===== src/hw/rtl/pps_pkg.sv =====
// ----------------------------------------------------------------------------
// pps_pkg: shared types and constants
// Widths, controller states, and controller/datapath command and status types.
// ----------------------------------------------------------------------------
package pps_pkg;

    localparam int CounterBitsDef = 16;
    localparam int ClkW           = 32;
    localparam int FreqW          = 40;
    localparam int ValW           = 16;
    localparam int DivW           = 80;   // dividend / divisor width
    localparam int QuotW          = 48;   // quotient width kept
    localparam int DivCntW        = 7;    // counts up to DivW
    localparam int IterW          = 7;    // counts up to SearchLimit
    localparam int SearchLimit    = 64;
    localparam logic [ValW-1:0] Mask16 = 16'hFFFF;

    typedef enum logic [3:0] {
        ST_IDLE,
        ST_FAST,
        ST_SLOW,
        ST_SLOW_W,
        ST_MID,
        ST_MID_W,
        ST_TEST,
        ST_RLD,
        ST_RLD_W,
        ST_CMP,
        ST_CMP_W,
        ST_OUT
    } t_state;

    typedef enum logic [2:0] {
        DV_SLOW,
        DV_MID,
        DV_RLD,
        DV_CMP
    } t_div_sel;

    typedef enum logic [2:0] {
        RS_FAST,
        RS_MAX,
        RS_SLOW,
        RS_EQ,
        RS_LOW,
        RS_HIGH
    } t_res_sel;

    typedef struct packed {
        logic     load;       // capture input item
        logic     div_start;
        t_div_sel div_sel;
        logic     set_res;
        t_res_sel res_sel;
        logic     step;       // apply search step from last compare
        logic     rld_done;   // take reload quotient
        logic     cmp_done;   // take compare quotient
    } t_cmd;

    typedef struct packed {
        logic is_fast;
        logic is_slow;
        logic le_minq;    // at or below the lowest frequency
        logic div_busy;
        logic g_gt;
        logic g_lt;
        logic bounds_close; // after step
        logic loop_ok;      // low <= high
        logic orl_zero;
        logic oc_ge_orl;
    } t_status;

endpackage


===== src/hw/rtl/pps_ctrl.sv =====
// ----------------------------------------------------------------------------
// pps_ctrl: solver sequencer
// Walks the case tests, search loop and compare rescale for one item.
// ----------------------------------------------------------------------------
module pps_ctrl (
    input  logic              i_clk,
    input  logic              i_rst_n,
    input  logic              i_in_valid,
    output logic              o_in_ready,
    output logic              o_out_valid,
    input  logic              i_out_ready,
    input  pps_pkg::t_status  i_sts,
    output pps_pkg::t_cmd     o_cmd
);
    import pps_pkg::*;

    t_state           r_state, n_state;
    logic [IterW-1:0] r_iter, n_iter;

    always_ff @(posedge i_clk) begin
        if (!i_rst_n) begin
            r_state <= ST_IDLE;
            r_iter  <= '0;
        end else begin
            r_state <= n_state;
            r_iter  <= n_iter;
        end
    end

    always_comb begin
        n_state     = r_state;
        n_iter      = r_iter;
        o_cmd       = '0;
        o_in_ready  = 1'b0;
        o_out_valid = 1'b0;
        case (r_state)
            ST_IDLE: begin
                o_in_ready = 1'b1;
                if (i_in_valid) begin
                    o_cmd.load = 1'b1;
                    n_state    = ST_FAST;
                end
            end
            ST_FAST: begin
                n_iter = '0;
                if (i_sts.is_fast) begin
                    o_cmd.set_res = 1'b1;
                    o_cmd.res_sel = RS_FAST;
                    n_state       = ST_CMP;
                end else if (i_sts.is_slow) begin
                    if (i_sts.le_minq) begin
                        o_cmd.set_res = 1'b1;
                        o_cmd.res_sel = RS_MAX;
                        n_state       = ST_CMP;
                    end else begin
                        n_state = ST_SLOW;
                    end
                end else begin
                    n_state = ST_MID;
                end
            end
            ST_SLOW: begin
                o_cmd.div_start = 1'b1;
                o_cmd.div_sel   = DV_SLOW;
                n_state         = ST_SLOW_W;
            end
            ST_SLOW_W: begin
                if (!i_sts.div_busy) begin
                    o_cmd.set_res = 1'b1;
                    o_cmd.res_sel = RS_SLOW;
                    n_state       = ST_CMP;
                end
            end
            ST_MID: begin
                if (r_iter == IterW'(SearchLimit) || !i_sts.loop_ok) begin
                    o_cmd.set_res = 1'b1;
                    o_cmd.res_sel = RS_HIGH;
                    n_state       = ST_RLD;
                end else begin
                    o_cmd.div_start = 1'b1;
                    o_cmd.div_sel   = DV_MID;
                    n_state         = ST_MID_W;
                end
            end
            ST_MID_W: begin
                if (!i_sts.div_busy) begin
                    if (!i_sts.g_gt && !i_sts.g_lt) begin
                        o_cmd.set_res = 1'b1;
                        o_cmd.res_sel = RS_EQ;
                        n_state       = ST_CMP;
                    end else begin
                        o_cmd.step = 1'b1;
                        n_iter     = r_iter + 1'b1;
                        n_state    = ST_TEST;
                    end
                end
            end
            ST_TEST: begin
                if (i_sts.bounds_close) begin
                    o_cmd.set_res = 1'b1;
                    o_cmd.res_sel = RS_LOW;
                    n_state       = ST_RLD;
                end else begin
                    n_state = ST_MID;
                end
            end
            ST_RLD: begin
                o_cmd.div_start = 1'b1;
                o_cmd.div_sel   = DV_RLD;
                n_state         = ST_RLD_W;
            end
            ST_RLD_W: begin
                if (!i_sts.div_busy) begin
                    o_cmd.rld_done = 1'b1;
                    n_state        = ST_CMP;
                end
            end
            ST_CMP: begin
                if (i_sts.orl_zero || i_sts.oc_ge_orl) begin
                    n_state = ST_OUT;
                end else begin
                    o_cmd.div_start = 1'b1;
                    o_cmd.div_sel   = DV_CMP;
                    n_state         = ST_CMP_W;
                end
            end
            ST_CMP_W: begin
                if (!i_sts.div_busy) begin
                    o_cmd.cmp_done = 1'b1;
                    n_state        = ST_OUT;
                end
            end
            ST_OUT: begin
                o_out_valid = 1'b1;
                if (i_out_ready) n_state = ST_IDLE;
            end
            default: n_state = ST_IDLE;
        endcase
    end

    a_iter_bound: assert property (@(posedge i_clk) disable iff (!i_rst_n)
        r_iter <= IterW'(SearchLimit))
        else $error("search iteration count overran");
    a_no_start_busy: assert property (@(posedge i_clk) disable iff (!i_rst_n)
        o_cmd.div_start |-> !i_sts.div_busy)
        else $error("divider started while busy");
    a_out_hold: assert property (@(posedge i_clk) disable iff (!i_rst_n)
        (o_out_valid && !i_out_ready) |=> o_out_valid)
        else $error("result dropped while stalled");
endmodule


===== config.mk =====
export PLATFORM = sky130hd
export DESIGN_NAME = pps_ctrl
export DESIGN_NICKNAME = d
export VERILOG_FILES = /design/src/hw/rtl/pps_pkg.sv /design/src/hw/rtl/pps_ctrl.sv
export SDC_FILE = /design/constraint.sdc
export NUM_CORES = 1
export LEC_CHECK = 0
export ABC_AREA = 1
export CORE_MARGIN = 1
export CORE_UTILIZATION = 30
export DETAILED_ROUTE_END_ITERATION = 6
export DONT_BUFFER_PORTS = 1
export GPL_TIMING_DRIVEN = 0
export PLACE_DENSITY = 0.49
export SLEW_MARGIN = 20
export SYNTH_ARGS = -nofsm -noshare
export SYNTH_HDL_FRONTEND = slang
export SYNTH_SLANG_ARGS = --single-unit

===== constraint.sdc =====
create_clock -name i_clk -period 1.2 [get_ports i_clk]
set_input_delay 0.06 -clock i_clk [delete_from_list [all_inputs] [get_ports i_clk]]
set_output_delay 0.06 -clock i_clk [all_outputs]
set_load 0.1 [all_outputs]

# Yosys cells after proc, flatten, opt, wreduce, memory -nomap -nowiden
# Cells that the tools add are included.
# totals
ff_bits	11
elab_cells	69
output_inout_bits	14
in_bits	14
# op_classes
add_sub_neg	1
n_reduce_logical	11
muxes	37
n_eq_ne	18
# op_table
operator	n
$mux 4	18
$pmux 4 s11	1
$pmux 4 s5	1
$eq 4x3->1 const B	4
$eq 4x4->1 const B	4
$pmux 4 s4	1
$mux 7	2
$pmux 7 s2	1
$ne 2x2->1 const B	6
$mux 1	10
$eq 4x2->1 const B	2
$add 7x1->7 const B	1
$eq 7x7->1 const B	1
$mux 5	1
$reduce_and 5->1	1
$eq 4x1->1 const B	1
$logic_not 4->1	1
$mux 2	2
$logic_not 1->1	3
$reduce_and 3->1	1
$logic_or 1x1->1	2
$reduce_bool 2->1	1
$reduce_or 2->1	1
$logic_and 1x1->1	1

# Logic depth before layout (Yosys ltp)
# logic_depth
depth_word	5
depth_mapped	10
mapped_depth_nobuf	10

# Least setup slack after synthesis
# No wires, ideal clock.
# synth_timing
path_kind	flip-flop to output port
startpoint	register r_state[1]
endpoint	output o_cmd[10] (netlist name)
t_required_ns	1.140
path_stages_with_launch	5
setup_slack_ns	-2.407
path_buffers	0
t_arrival_ns	3.547
cell_sequence	dfxtp_1 > nand2_1 > o21ai_0 > nor2_1 > nand2_1
# synth_lines
item	line_no	source
start, declared	pps_ctrl.sv:17	t_state r_state, n_state;
start signal, assigned	pps_ctrl.sv:25	r_state <= n_state;
end, declared	pps_ctrl.sv:13	output pps_pkg::t_cmd o_cmd

==> out/qor.csv <==
metric,value,unit
worst-path cell chain,"nor2_4, nand2_4, a21oi_4, or3b_4",
P_int,1250,uW
share of flip-flops with an asynchronous set or reset,0,
Max Root-Sink Buffers,2,
Layout Utilization,0.559,
vias,1156,
static leakage,0.000746,uW
Comb pwr share,0.740,
"commonest non-fill, non-tap cells in the layout","nand2_1, nor2_4, nor2_1, buf_4, inv_1",
"Distinct cells, synth",31,
Overflow after GRT,0,
Switching Power,1900,uW
number of flops mapped to enable cells by yosys,0,
top cell type's share of synthesized area,0.220,
ys flop type,dfxtp_1,
synthesized flop and latch total,11,
PwrDens,1820,nW/um^2
register share of total power,0.179,
final worst-path cycle share,1.76,
row count,20,
Die X-Extent,59.8,um
starting density of the core,0.323,
share of cells above drive strength 1,0.562,
Mapped Cells,165,
Crit path largest cell delay,0.61,ns
status,finished with violations,
Nets,211,
Synth Net Count,181,
worst hold path type,in2reg,
post-route cell area,1740,um^2
final setup margin,-0.915,ns
CP Max Fanout,5,
power share of the clock group,0.081,
htree depth,1,
crit path time final,2.11,ns
synth warn,0,
Port Buffers,0,
Num CTS Buffers,3,
root buf cell,clkbuf_4,
synth top area cells,"dfxtp_1, nand2_1, nor2_1",
Crit-path slowest cell,a21oi_4,
largest net degree at the start of global routing,9,
maximum VDD drop,1.06,mV
syn_area_per_cell,6.07,um^2
Worst Skew,0.00657,ns
Sink Count,11,
core area,3100,um^2
post-DP HPWL,2.16,mm
antenna cells,0,
"antenna viol nets, final",0,
vias per cell,4.86,
post-synth top area cell,dfxtp_1,
clk_lat worst skew,0.27,ns
Switching Share,0.603,
WP data required,1.14,ns
"wirelength, routed",3.22,mm
first drt pass iteration count,4,
failing checks,negative setup slack,
fillers,302,
placed inst area,1190,um^2
GRT Total Usage,0.181,
Worst path top cell family by delay,simple AND/OR/NAND/NOR gates,
max_slew headroom,0.490,
Worst-Margin Slew,0.762,ns
IO Pins,28,
sequential-to-total area share from yosys stat,0.220,
Die Ht,59.8,um
worst hold slack,0.0352,ns
CTS tree,done,
Mapped Area,1000,um^2
DRC viols,0,
Clock transition at path regs,0.08,ns
"commonest non-fill, non-tap cell in the layout",nand2_1,
global-route wire length before repair,4.74,mm
max_cap viols,0,
startpoint types,flip-flop,
Setup CP Type,reg2out,
GPL Wtd Cong,0.790,
FMAX,0.473,GHz
Slew Limit Fails,0,
Crit path arrival time,2.05,ns
# setup viols final,24,
nature of the critical path endpoint,output pin,
Die ar.,3580,um^2
CP bufs+invs,0,
"Hold Violations, Final",0,
initial antenna violation count,0,
RSZ-0062 raised after global routing,yes,
Area Overhead vs Synth,73.2,%
vias in the first global route,1055,
DRT iter0 DRCs,40,
Routed WL per cell,13.5,um
## sequential cells by signal, indices dropped and copies added, names as in the netlist
register and flops:
r_iter 7, r_state 4
## cell families after synthesis
logic type,Yosys count,synth area share
XOR/XNOR,1,0.00874
buffers and inverters,23,0.0899
other,1,0.00374
flip-flops,11,0.220
AND/OR/NAND/NOR,106,0.534
AO/OA/AOI/OAI,21,0.119
adder cells (fa/ha/maj),2,0.0250
## final timing paths
kind,depth (start not counted),start,slack [ns],endpoint
setup reg to reg,12,r_state[1],-0.38,r_iter[4]
hold / removal,2,i_rst_n,0.04,r_iter[4]
setup / recovery,4,r_state[2],-0.91,o_cmd[6]
hold reg to reg,2,r_iter[1],0.51,r_iter[1]
## what timing repair did
action	CTS	global route
pin swaps	15	24
hold buffers	1	0
cloned	1	0
setup buffers	16	13
resized for setup	41	42
endpoints found under the setup margin	24	24
hold endpoints to repair	1	0
## power groups by stage
stage,clock (uW),combinational [uW],sequential (uW)
final,255,2330,564
after global routing,284,2480,575
after CTS,268,2020,559
after detailed placement,0,1690,538
after global placement,0,1670,537
after floorplan,0,1500,516
## cell usage after synthesis (2+ instances only)
library cell  number
nor3_1             3
inv_1             16
nand2_1           38
nand2_4            5
nor2_2             2
nand3_1           13
nor2_1            32
ha_1               2
nand3_2            3
dfxtp_1           11
o21ai_1            4
nand4_1            2
a21oi_1            9
inv_2              4
o21ai_0            4
nand2_2            2
## routing by layer
metal,global-route usage,routed length (um),vias to the layer above
met4,0.0498,10,0
met1,0.251,1500,541
met5,0,0,-
li1,-,-,588
met3,0.0281,129,2
met2,0.287,1580,25
## area by class of cell
type | count | area [um^2] | area share
Multi-Input combinational cell | 132 | 1070 | 0.617
Inverter | 21 | 95.1 | 0.0548
Tap cell | 44 | 55.1 | 0.0317
Buffer | 2 | 12.5 | 0.00721
Sequential cell | 11 | 243 | 0.140
Timing Repair Buffer | 24 | 233 | 0.134
Clock buffer | 4 | 26.3 | 0.0151
## worst reg2reg max path: stages, from the launching register on
cell	delay, ns
dfxtp_4	0.37
inv_4	0.07
nand2_4	0.06
nor2_8	0.13
buf_4	0.12
buf_6	0.11
nand2_8	0.05
buf_6	0.13
nand2_8	0.07
nand2_8	0.08
nor2_4	0.08
xor2_1	0.14
nor2_1	0.05
## through the flow
step                      setup slack (ns)  instances  setup TNS [ns]  power, uW
final                               -0.915        238           -9.43       3150
after global routing                -0.967        238          -10.85       3340
after CTS                           -0.935        231          -11.07       2850
after detailed placement             -1.13        210           -5.91       2230
after global placement               -1.19        209           -6.72       2210
after floorplan                      -1.07        165           -3.91       2020
No activity file was read; power rests on OpenSTA's default activity.
