$ cat src/hw/rtl/pps_pkg.sv
// ----------------------------------------------------------------------------
// pps_pkg: shared types and constants
// Widths, controller states, and controller/datapath command and status types.
// ----------------------------------------------------------------------------
package pps_pkg;

    localparam int CounterBitsDef = 16;
    localparam int ClkW           = 32;
    localparam int FreqW          = 40;
    localparam int ValW           = 16;
    localparam int DivW           = 80;   // dividend / divisor width
    localparam int QuotW          = 48;   // quotient width kept
    localparam int DivCntW        = 7;    // counts up to DivW
    localparam int IterW          = 7;    // counts up to SearchLimit
    localparam int SearchLimit    = 64;
    localparam logic [ValW-1:0] Mask16 = 16'hFFFF;

    typedef enum logic [3:0] {
        ST_IDLE,
        ST_FAST,
        ST_SLOW,
        ST_SLOW_W,
        ST_MID,
        ST_MID_W,
        ST_TEST,
        ST_RLD,
        ST_RLD_W,
        ST_CMP,
        ST_CMP_W,
        ST_OUT
    } t_state;

    typedef enum logic [2:0] {
        DV_SLOW,
        DV_MID,
        DV_RLD,
        DV_CMP
    } t_div_sel;

    typedef enum logic [2:0] {
        RS_FAST,
        RS_MAX,
        RS_SLOW,
        RS_EQ,
        RS_LOW,
        RS_HIGH
    } t_res_sel;

    typedef struct packed {
        logic     load;       // capture input item
        logic     div_start;
        t_div_sel div_sel;
        logic     set_res;
        t_res_sel res_sel;
        logic     step;       // apply search step from last compare
        logic     rld_done;   // take reload quotient
        logic     cmp_done;   // take compare quotient
    } t_cmd;

    typedef struct packed {
        logic is_fast;
        logic is_slow;
        logic le_minq;    // at or below the lowest frequency
        logic div_busy;
        logic g_gt;
        logic g_lt;
        logic bounds_close; // after step
        logic loop_ok;      // low <= high
        logic orl_zero;
        logic oc_ge_orl;
    } t_status;

endpackage

$ cat src/hw/rtl/pps_div.sv
// ----------------------------------------------------------------------------
// pps_div: restoring divider
// One quotient bit per cycle.
// ----------------------------------------------------------------------------
module pps_div (
    input  logic                     i_clk,
    input  logic                     i_rst_n,
    input  logic                     i_start,
    input  logic [pps_pkg::DivW-1:0] i_num,
    input  logic [pps_pkg::DivW-1:0] i_den,
    output logic                     o_busy,
    output logic [pps_pkg::QuotW-1:0] o_quot
);
    import pps_pkg::*;

    logic [DivW-1:0]    r_rem, n_rem;
    logic [DivW-1:0]    r_num, n_num;
    logic [DivW-1:0]    r_den;
    logic [DivW-1:0]    r_q, n_q;
    logic [DivCntW-1:0] r_cnt;
    logic               r_busy;
    logic [DivW:0]      w_trial;

    always_comb begin
        w_trial = {r_rem, r_num[DivW-1]};
        n_rem   = w_trial[DivW-1:0];
        n_q     = {r_q[DivW-2:0], 1'b0};
        if (w_trial >= {1'b0, r_den}) begin
            n_rem = DivW'(w_trial - {1'b0, r_den});
            n_q[0] = 1'b1;
        end
        n_num = {r_num[DivW-2:0], 1'b0};
    end

    always_ff @(posedge i_clk) begin
        if (!i_rst_n) begin
            r_busy <= 1'b0;
            r_cnt  <= '0;
        end else if (i_start) begin
            r_busy <= 1'b1;
            r_cnt  <= DivCntW'(DivW);
        end else if (r_busy) begin
            r_cnt <= r_cnt - 1'b1;
            if (r_cnt == DivCntW'(1)) r_busy <= 1'b0;
        end
    end

    always_ff @(posedge i_clk) begin
        if (i_start) begin
            r_rem <= '0;
            r_num <= i_num;
            r_den <= i_den;
            r_q   <= '0;
        end else if (r_busy) begin
            r_rem <= n_rem;
            r_num <= n_num;
            r_q   <= n_q;
        end
    end

    assign o_busy = r_busy;
    // divisor zero gives all ones, results saturate downstream
    assign o_quot = (r_q[DivW-1:QuotW] != '0) ? '1 : r_q[QuotW-1:0];
endmodule

$ cat src/hw/rtl/pps_dp.sv
// ----------------------------------------------------------------------------
// pps_dp: solver datapath
// Item registers, search bounds, shared divider and result registers.
// ----------------------------------------------------------------------------
module pps_dp #(
    parameter int COUNTER_BITS = pps_pkg::CounterBitsDef
) (
    input  logic                       i_clk,
    input  logic                       i_rst_n,
    input  logic [pps_pkg::ClkW-1:0]   i_clk_hz,
    input  logic [pps_pkg::FreqW-1:0]  i_target_freq,
    input  logic [pps_pkg::ValW-1:0]   i_old_compare,
    input  logic [pps_pkg::ValW-1:0]   i_old_reload,
    input  pps_pkg::t_cmd              i_cmd,
    output pps_pkg::t_status           o_sts,
    output logic [pps_pkg::ValW-1:0]   o_prescaler,
    output logic [pps_pkg::ValW-1:0]   o_reload,
    output logic [pps_pkg::ValW-1:0]   o_new_compare
);
    import pps_pkg::*;

    localparam int MinqW = FreqW + COUNTER_BITS + 2;

    logic [ClkW-1:0]  r_c;
    logic [FreqW-1:0] r_t;
    logic [ValW-1:0]  r_oc, r_orl;
    logic [31:0]      r_low, r_high, r_mid;
    logic [ValW-1:0]  r_psc, r_arr, r_cmp;

    logic [DivW-1:0]  w_num, w_den;
    logic [QuotW-1:0] w_quot;
    logic             w_busy;
    logic [ClkW-1:0]  w_slow;
    logic [ClkW-1:0]  w_c10;
    logic [DivW-1:0]  w_g256;
    logic [32:0]      w_sum;
    logic [QuotW-1:0] w_qm1;
    logic [67:0]      w_recip;
    logic [ClkW-1:0]  w_qe;
    logic [MinqW-1:0] w_minq_num;
    logic [MinqW-1:0] w_t_span;

    assign w_slow = r_c >> COUNTER_BITS;
    // divide by ten via multiply by reciprocal
    assign w_recip = {36'd0, r_c} * 68'hCCCCCCCD;
    assign w_qe    = ClkW'(w_recip >> 35);
    assign w_c10   = w_qe;

    // t <= floor(n / (span + 2)) is the same as t * (span + 2) <= n
    assign w_minq_num = MinqW'({r_c, 8'd0} >> COUNTER_BITS);
    assign w_t_span   = (MinqW'(r_t) << COUNTER_BITS) + (MinqW'(r_t) << 1);

    always_comb begin
        w_num = '0;
        w_den = '0;
        case (i_cmd.div_sel)
            DV_SLOW: begin
                w_num = DivW'(r_c);
                w_den = DivW'({r_t, 8'd0});
            end
            DV_MID: begin
                w_num = DivW'(w_slow);
                w_den = DivW'({1'b0, r_mid} + 33'd1);
            end
            DV_RLD: begin
                w_num = DivW'({r_c, 8'd0});
                w_den = DivW'(r_t) * DivW'({1'b0, r_psc} + 17'd1);
            end
            DV_CMP: begin
                w_num = DivW'(r_arr) * DivW'(r_oc);
                w_den = DivW'(r_orl);
            end
            default: ;
        endcase
    end

    pps_div u_div (
        .i_clk   (i_clk),
        .i_rst_n (i_rst_n),
        .i_start (i_cmd.div_start),
        .i_num   (w_num),
        .i_den   (w_den),
        .o_busy  (w_busy),
        .o_quot  (w_quot)
    );

    assign w_g256 = {32'd0, w_quot} << 8;
    assign w_sum  = {1'b0, r_low} + {1'b0, r_high};
    assign w_qm1  = w_quot - 1'b1;

    always_ff @(posedge i_clk) begin
        if (i_cmd.load) begin
            r_c    <= i_clk_hz;
            r_t    <= i_target_freq;
            r_oc   <= i_old_compare;
            r_orl  <= i_old_reload;
            r_low  <= '0;
            r_high <= 32'h0000FFFF;
        end
        if (i_cmd.div_start && i_cmd.div_sel == DV_MID) r_mid <= w_sum[32:1];
        if (i_cmd.step) begin
            if (w_g256 > DivW'(r_t)) r_low <= r_mid + 32'd1;
            else r_high <= r_mid - 32'd1;
        end
        if (i_cmd.set_res) begin
            case (i_cmd.res_sel)
                RS_FAST: begin r_psc <= '0; r_arr <= 16'd9; end
                RS_MAX:  begin r_psc <= Mask16; r_arr <= Mask16; end
                RS_SLOW: begin
                    r_arr <= Mask16;
                    if (w_quot == '0) r_psc <= '0;
                    else if (w_qm1 > QuotW'(Mask16)) r_psc <= Mask16;
                    else r_psc <= w_qm1[ValW-1:0];
                end
                RS_EQ:   begin r_psc <= r_mid[ValW-1:0]; r_arr <= Mask16; end
                RS_LOW:  r_psc <= r_low[ValW-1:0];
                RS_HIGH: r_psc <= r_high[ValW-1:0];
                default: ;
            endcase
        end
        if (i_cmd.rld_done) r_arr <= w_qm1[ValW-1:0];
        if (i_cmd.cmp_done) r_cmp <= w_quot[ValW-1:0];
    end

    assign o_sts.is_fast      = {8'd0, r_t} >= {w_c10, 8'd0};
    assign o_sts.is_slow      = {8'd0, r_t} <= {w_slow, 8'd0};
    assign o_sts.le_minq      = w_t_span <= w_minq_num;
    assign o_sts.div_busy     = w_busy;
    assign o_sts.g_gt         = w_g256 > DivW'(r_t);
    assign o_sts.g_lt         = w_g256 < DivW'(r_t);
    assign o_sts.bounds_close = (r_high - r_low) <= 32'd1;
    assign o_sts.loop_ok      = r_low <= r_high;
    assign o_sts.orl_zero     = r_orl == '0;
    assign o_sts.oc_ge_orl    = r_oc >= r_orl;

    assign o_prescaler   = r_psc;
    assign o_reload      = r_arr;
    assign o_new_compare = (r_orl == '0) ? '0 : ((r_oc >= r_orl) ? r_arr : r_cmp);
endmodule

$ cat config.mk
export PLATFORM = sky130hd
export DESIGN_NAME = pps_dp
export DESIGN_NICKNAME = d
export VERILOG_FILES = /design/src/hw/rtl/pps_pkg.sv /design/src/hw/rtl/pps_div.sv /design/src/hw/rtl/pps_dp.sv
export SDC_FILE = /design/constraint.sdc
export NUM_CORES = 2
export LEC_CHECK = 0
export BUFFER_PORTS_ARGS = -buffer_cell sky130_fd_sc_hd__buf_2
export CORE_ASPECT_RATIO = 1.1
export CORE_UTILIZATION = 52
export CTS_CLUSTER_DIAMETER = 50
export CTS_CLUSTER_SIZE = 12
export DETAILED_ROUTE_END_ITERATION = 16
export PLACE_DENSITY = 0.71
export REMOVE_ABC_BUFFERS = 1
export SYNTH_ARGS = -nofsm -noshare
export SYNTH_HDL_FRONTEND = slang
export SYNTH_SLANG_ARGS = --single-unit
$ cat constraint.sdc
create_clock -name i_clk -period 8.8 [get_ports i_clk]
set_input_delay 0 -clock i_clk [delete_from_list [all_inputs] [get_ports i_clk]]
set_output_delay 0 -clock i_clk [all_outputs]
set_load 0.005 [all_outputs]
# Word level (Yosys, flattened, before mapping)
# Index checks and enable logic that the tools add are counted.
# word_totals
reg_bits	576
elab_cells	90
out_inout_bits	58
# classes
n_reduce_logical	14
eq_ne	9
order_cmp	10
mul	3
bitwise	1
addsub	10
n_mux	26
# ops
op	n
80-bit two-way mux	3
57-bit one-hot mux with 4 select lines	1
32-bit two-way mux	6
40-bit one-hot mux with 4 select lines	1
16-bit two-way mux	6
16-bit one-hot mux with 6 select lines	1
81-bit by 80-bit greater-or-equal comparator with 1-bit output	1
80-bit subtractor	1
32-bit by 32-bit multiplier with 64-bit output, second input constant	1
56-bit by 41-bit adder with 57-bit output	1
57-bit by 24-bit less-or-equal comparator with 1-bit output	1
40-bit by 17-bit multiplier with 57-bit output	1
56-bit by 40-bit greater-than comparator with 1-bit output	1
56-bit by 40-bit less-than comparator with 1-bit output	1
48-bit by 16-bit greater-than comparator with 1-bit output, second input constant	1
48-bit zero test	1
48-bit two-way mux	1
48-bit by 1-bit subtractor with 48-bit output, second input constant	1
40-bit by 37-bit greater-or-equal comparator with 1-bit output	1
40-bit by 24-bit less-or-equal comparator with 1-bit output	1
32-bit by 1-bit adder with 33-bit output, second input constant	1
32-bit by 32-bit adder with 33-bit output	1
32-bit by 1-bit adder with 32-bit output, second input constant	1
32-bit by 1-bit less-or-equal comparator with 1-bit output, second input constant	1
other kinds (25)	37

# Longest topological paths before layout
# depth
word_depth	7
mapped_depth	40
depth_no_buf	39

# By module
# From an unflattened synthesis, not the netlist that was laid out.
# hier_totals
hier_cells	9232
hier_area_um2	83682.8
# by_module_without_submodules
mod	area_per_inst_um2	cells_per_inst	instances	seq_area_each_um2
pps_dp	65323.9	7323	1	6806.5
pps_div	18358.9	1909	1	8167.8

# Least setup slack after synthesis
# Ideal clock, no wire load.
# synth_path
kind	register -> output
startpoint	reg r_c[20]
endpoint	out o_sts[9] in the netlist's numbering
stages_incl_launch_ff	36
path_slack_ps	507
arrival_time_ps	8293
path_cell_list	edfxtp_1 > ha_1 > inv_1 > fa_1 > fa_1 > fa_1 > inv_1 > fa_1 > fa_1 > fa_1 > inv_1 > fa_1 > inv_1 > ha_1 > a21o_1 > a21o_1 > a21oi_1 > nand3_1 > a21oi_1 > nor3_1 > or2_2 > a31oi_1 > o21ba_2 > o21ai_0 > xnor2_1 > ha_1 > nor2b_1 > o21ai_0 > nand2b_1 > a21oi_1 > nor2b_1 > o21ai_0 > nand2b_1 > a21oi_1 > o41ai_1 > a41o_1
# synth_rtl
item	line	text
start: declaration	pps_dp.sv:24	logic [ClkW-1:0] r_c;
start signal: assignment	pps_dp.sv:93	r_c <= i_clk_hz;
end: declaration	pps_dp.sv:15	output pps_pkg::t_status o_sts,

==> results <==
- The checks that failed: setup timing.
- The number of filler instances in the final layout is 13200.
- The terminating pin of the worst hold path is r_oc[0].
- In this run the core area contains 151 standard-cell rows.
- For this design, the sink count on the clock tree is 553.
- At the end of the flow, the number of nets in the layout was 11700.
- STA classifies the critical path endpoint as an output pin.
- For this run, the register share of the synthesized area comes to 0.175.
- For the worst setup path, the data required time is 8800 ps.
- The number of endpoints failing setup at the final stage is 1.
- The largest individual stage delay along the critical path comes from the cell fa_2.
- The worst setup path is of the register to output pin kind.
- Synthesis handed over a netlist of 8993 instances.
- Counting flops with an async set or reset pin after synthesis yields a share of 0.
- Data arrives at the worst endpoint at 9410 ps.
- In this run the cell area measured after placement is 0.0875 sq mm.
- Clock tree synthesis inserted a total of 77 buffers.
- For this configuration, the core starts out at a cell density of 0.526.
- The worst reg2reg path depth is 32.
- For this run, the total global-route usage over all layers was measured as 0.344.
- The die outline area is 0.158 sq mm.
- Dividing the detail-routed via count by the number of cells gives 5.79.
- The iteration-0 DRC count of the detailed router is 5887.
- Input and output buffers added on the ports amount to 175.
- After routing, the total negative slack on setup checks comes to -610 ps.
- The first global-routing pass estimated 412000 microns of wire.
- The actual slew at the worst max-slew pin is 1280 ps.
- After synthesis the cells add up to 0.0814 sq mm.
- The placed instance count is 11300.
- In this run the remaining antenna-violating nets after routing total 0.
- The average cell area after synthesis is 9.06 sq um.
- The most numerous cell type found on the critical path is buf_4.
- The flip-flop and latch count after synthesis is 553.
- The number of buffers on the longest clock path is 3.
- The tree is rooted in a clkbuf_16.
- The worst hold path was traced through 2 stages.
- The sum of net half-perimeters after detailed placement is 216000 microns.
- The setup check on the worst reg-to-reg path leaves a slack of 250 ps.
- On the final layout, the worst clock skew is 27.4 ps.
- The worst register-to-register path begins at o_prescaler[0].
- STA classifies the critical path startpoint as a register.
- The final-report hold violation count is 0.
- Routability-driven placement finished with a final weighted congestion of 1.01.
- Setup repair after global routing could not meet its margin everywhere.
- The sum of overflow across all layers after global routing is 0.
- For this block, the routed nets add up to 270000 microns of wire.
- The clock tree from TritonCTS is built.
- The die boundary width is 379 microns.
- The stage delay of the slowest cell on the critical path is 630 ps.
- The initial antenna violation count came to 13.
- The clock period minus final worst setup slack is 9410 ps.
- The number of levels the H-tree was split into is 3.
- The class of the worst hold path is input port to register.
- Together, buffers and inverters on the worst path number 10.
- After routing the design area is 0.0935 sq mm.
- Yosys printed 0 warnings.
- The final routed DRC violation total is 0.
- The headroom to the max-slew limit is 0.148.
- The number of distinct standard cells referenced by the synthesized netlist is 90.
- The final worst-path cycle share is 1.07.
- The number of global-route vias before repair is 69600.
- The post-detailed-route wirelength per cell is 23.1 microns.
- Entering global routing, the biggest net connects 178 pins.
- The core area is 0.155 sq mm.
- The die boundary height is 417 microns.
- The kind of cell with the highest combined delay along the critical path is adder cells.
- Clock-pin slew was measured on the worst setup and hold paths at 60 ps.
- In the final layout, the share of cells above drive strength 1 is 0.113.
- The most instantiated flip-flop cell in the synthesis netlist is edfxtp_1.
- The highest attainable clock frequency is 106 MHz.
- The number of cells in the finished layout apart from fillers is 11700.
- Clock latency on the worst-skew pair, taken at its later pin, is 740 ps.
- The tool flagged a number of max-cap violations equal to 0.
- The max-slew violation count is 0.
- Before antenna repair, the detailed router went through 9 iterations.
- The endpoint identified for the worst register-to-register timing path is u_div.r_den[51].
- The worst min-delay path startpoint is i_old_compare[0].
- The total I/O pin count is 176.
- In this run the worst path has a maximum fanout of 4.
- The setup slack after layout is -610 ps.
- The number of flops mapped to enable cells by yosys is 321.
- The total number of vias is 67800.
- The signed area change from the synthesized netlist to the final layout is 14.8%.
- The run finished, with violations left.
- Measured on the finished design, the core utilization comes to 0.604.
==> per-stage QoR <==
stage               hold slack [ps]  worst slack, ps
finish                         24.3             -610
global route                   15.5             -946
CTS                           0.815             -478
detailed placement              178             -606
global placement                177             -473
floorplan                      69.1             -467
==> worst max path at each step <==
stage	start	to	slack [ps]	cells past startpoint
after detailed placement	r_c[8]	o_sts[9]	-610	36
after floorplan	o_prescaler[0]	u_div.r_den[54]	-470	28
after CTS	r_c[9]	o_sts[9]	-480	37
after global routing	r_c[16]	o_sts[9]	-950	42
final	r_c[4]	o_sts[9]	-610	42
after global placement	r_c[8]	o_sts[9]	-470	36
==> cells in the final DEF (no fill, tap or decap), drive strengths merged, types with 180 or more instances in the layout <==
| master | count |
|---|---|
| edfxtp | 321 |
| inv | 1691 |
| o21ai | 218 |
| a21o | 181 |
| mux2i | 185 |
| and2 | 206 |
| fa | 1149 |
| dfxtp | 232 |
| buf | 718 |
| ha | 852 |
| nor2 | 530 |
| nand2 | 984 |
| dlygate4sd3 | 180 |
| xnor2 | 228 |
| a21oi | 324 |
==> timing repair <==
action	in CTS	in global routing
gates resized for setup	128	74
hold buffers	180	0
pin swaps	120	57
buffers inserted	34	33
cloned	0	1
setup endpoints to repair	7	16
endpoints found under the hold margin	324	0
==> cell families (layout without fill, tap and decap cells) <==
logic type,count (synthesis),in the layout,synth area share
and+or+nand+nor,2519,2519,0.146
buffers and inverters,2075,2717,0.0961
DFF,553,553,0.175
muxes,196,196,0.0243
AOI/OAI and AO/OA,1267,1267,0.104
xor gates and xnor gates,382,382,0.0411
adders and majority gates,2001,2001,0.413
other,0,5,0
==> sequential cells by signal, summed over array words and instances, names as in the netlist <==
signal	flops
r_mid	32
r_cmp	16
u_div.r_rem	80
r_orl	16
r_t	40
u_div.r_q	80
u_div.o_busy	1
o_prescaler	16
r_oc	16
u_div.r_cnt	7
r_c	32
u_div.r_num	80
r_high	32
r_low	32
o_reload	16
u_div.r_den	57
==> metal layers <==
metal / share of wire / global-route usage
met5: 0.00016 / 0
met4: 0.050 / 0.149
met3: 0.096 / 0.0718
met2: 0.45 / 0.543
met1: 0.40 / 0.456
==> cell usage after synthesis (185+ instances only) <==
master    instances  area share
nand2_1         984       0.045
mux2i_1         185       0.023
clkbuf_1        352       0.016
edfxtp_1        321        0.12
dfxtp_1         232       0.057
fa_1           1149        0.28
xnor2_1         228       0.025
inv_1          1674       0.077
a21oi_1         324       0.020
ha_1            852        0.13
and2_1          206       0.016
nor2_1          530       0.024
o21ai_0         214       0.013
==> cell type report <==
cell class,count,area [sq um],share of cell area
Inverter,1677,6300,0.0674
Antenna cell,5,12.5,0.000134
Clock inverter,48,571,0.00610
Tap cell,2065,2580,0.0276
Timing Repair Buffer,899,7150,0.0765
Clock buffer,93,2040,0.0218
Sequential cell,553,14300,0.153
Multi-Input combinational cell,6365,60500,0.647
Power is not shown: default switching activity piles up to over one toggle a cycle in this logic, so the estimate is an artifact.
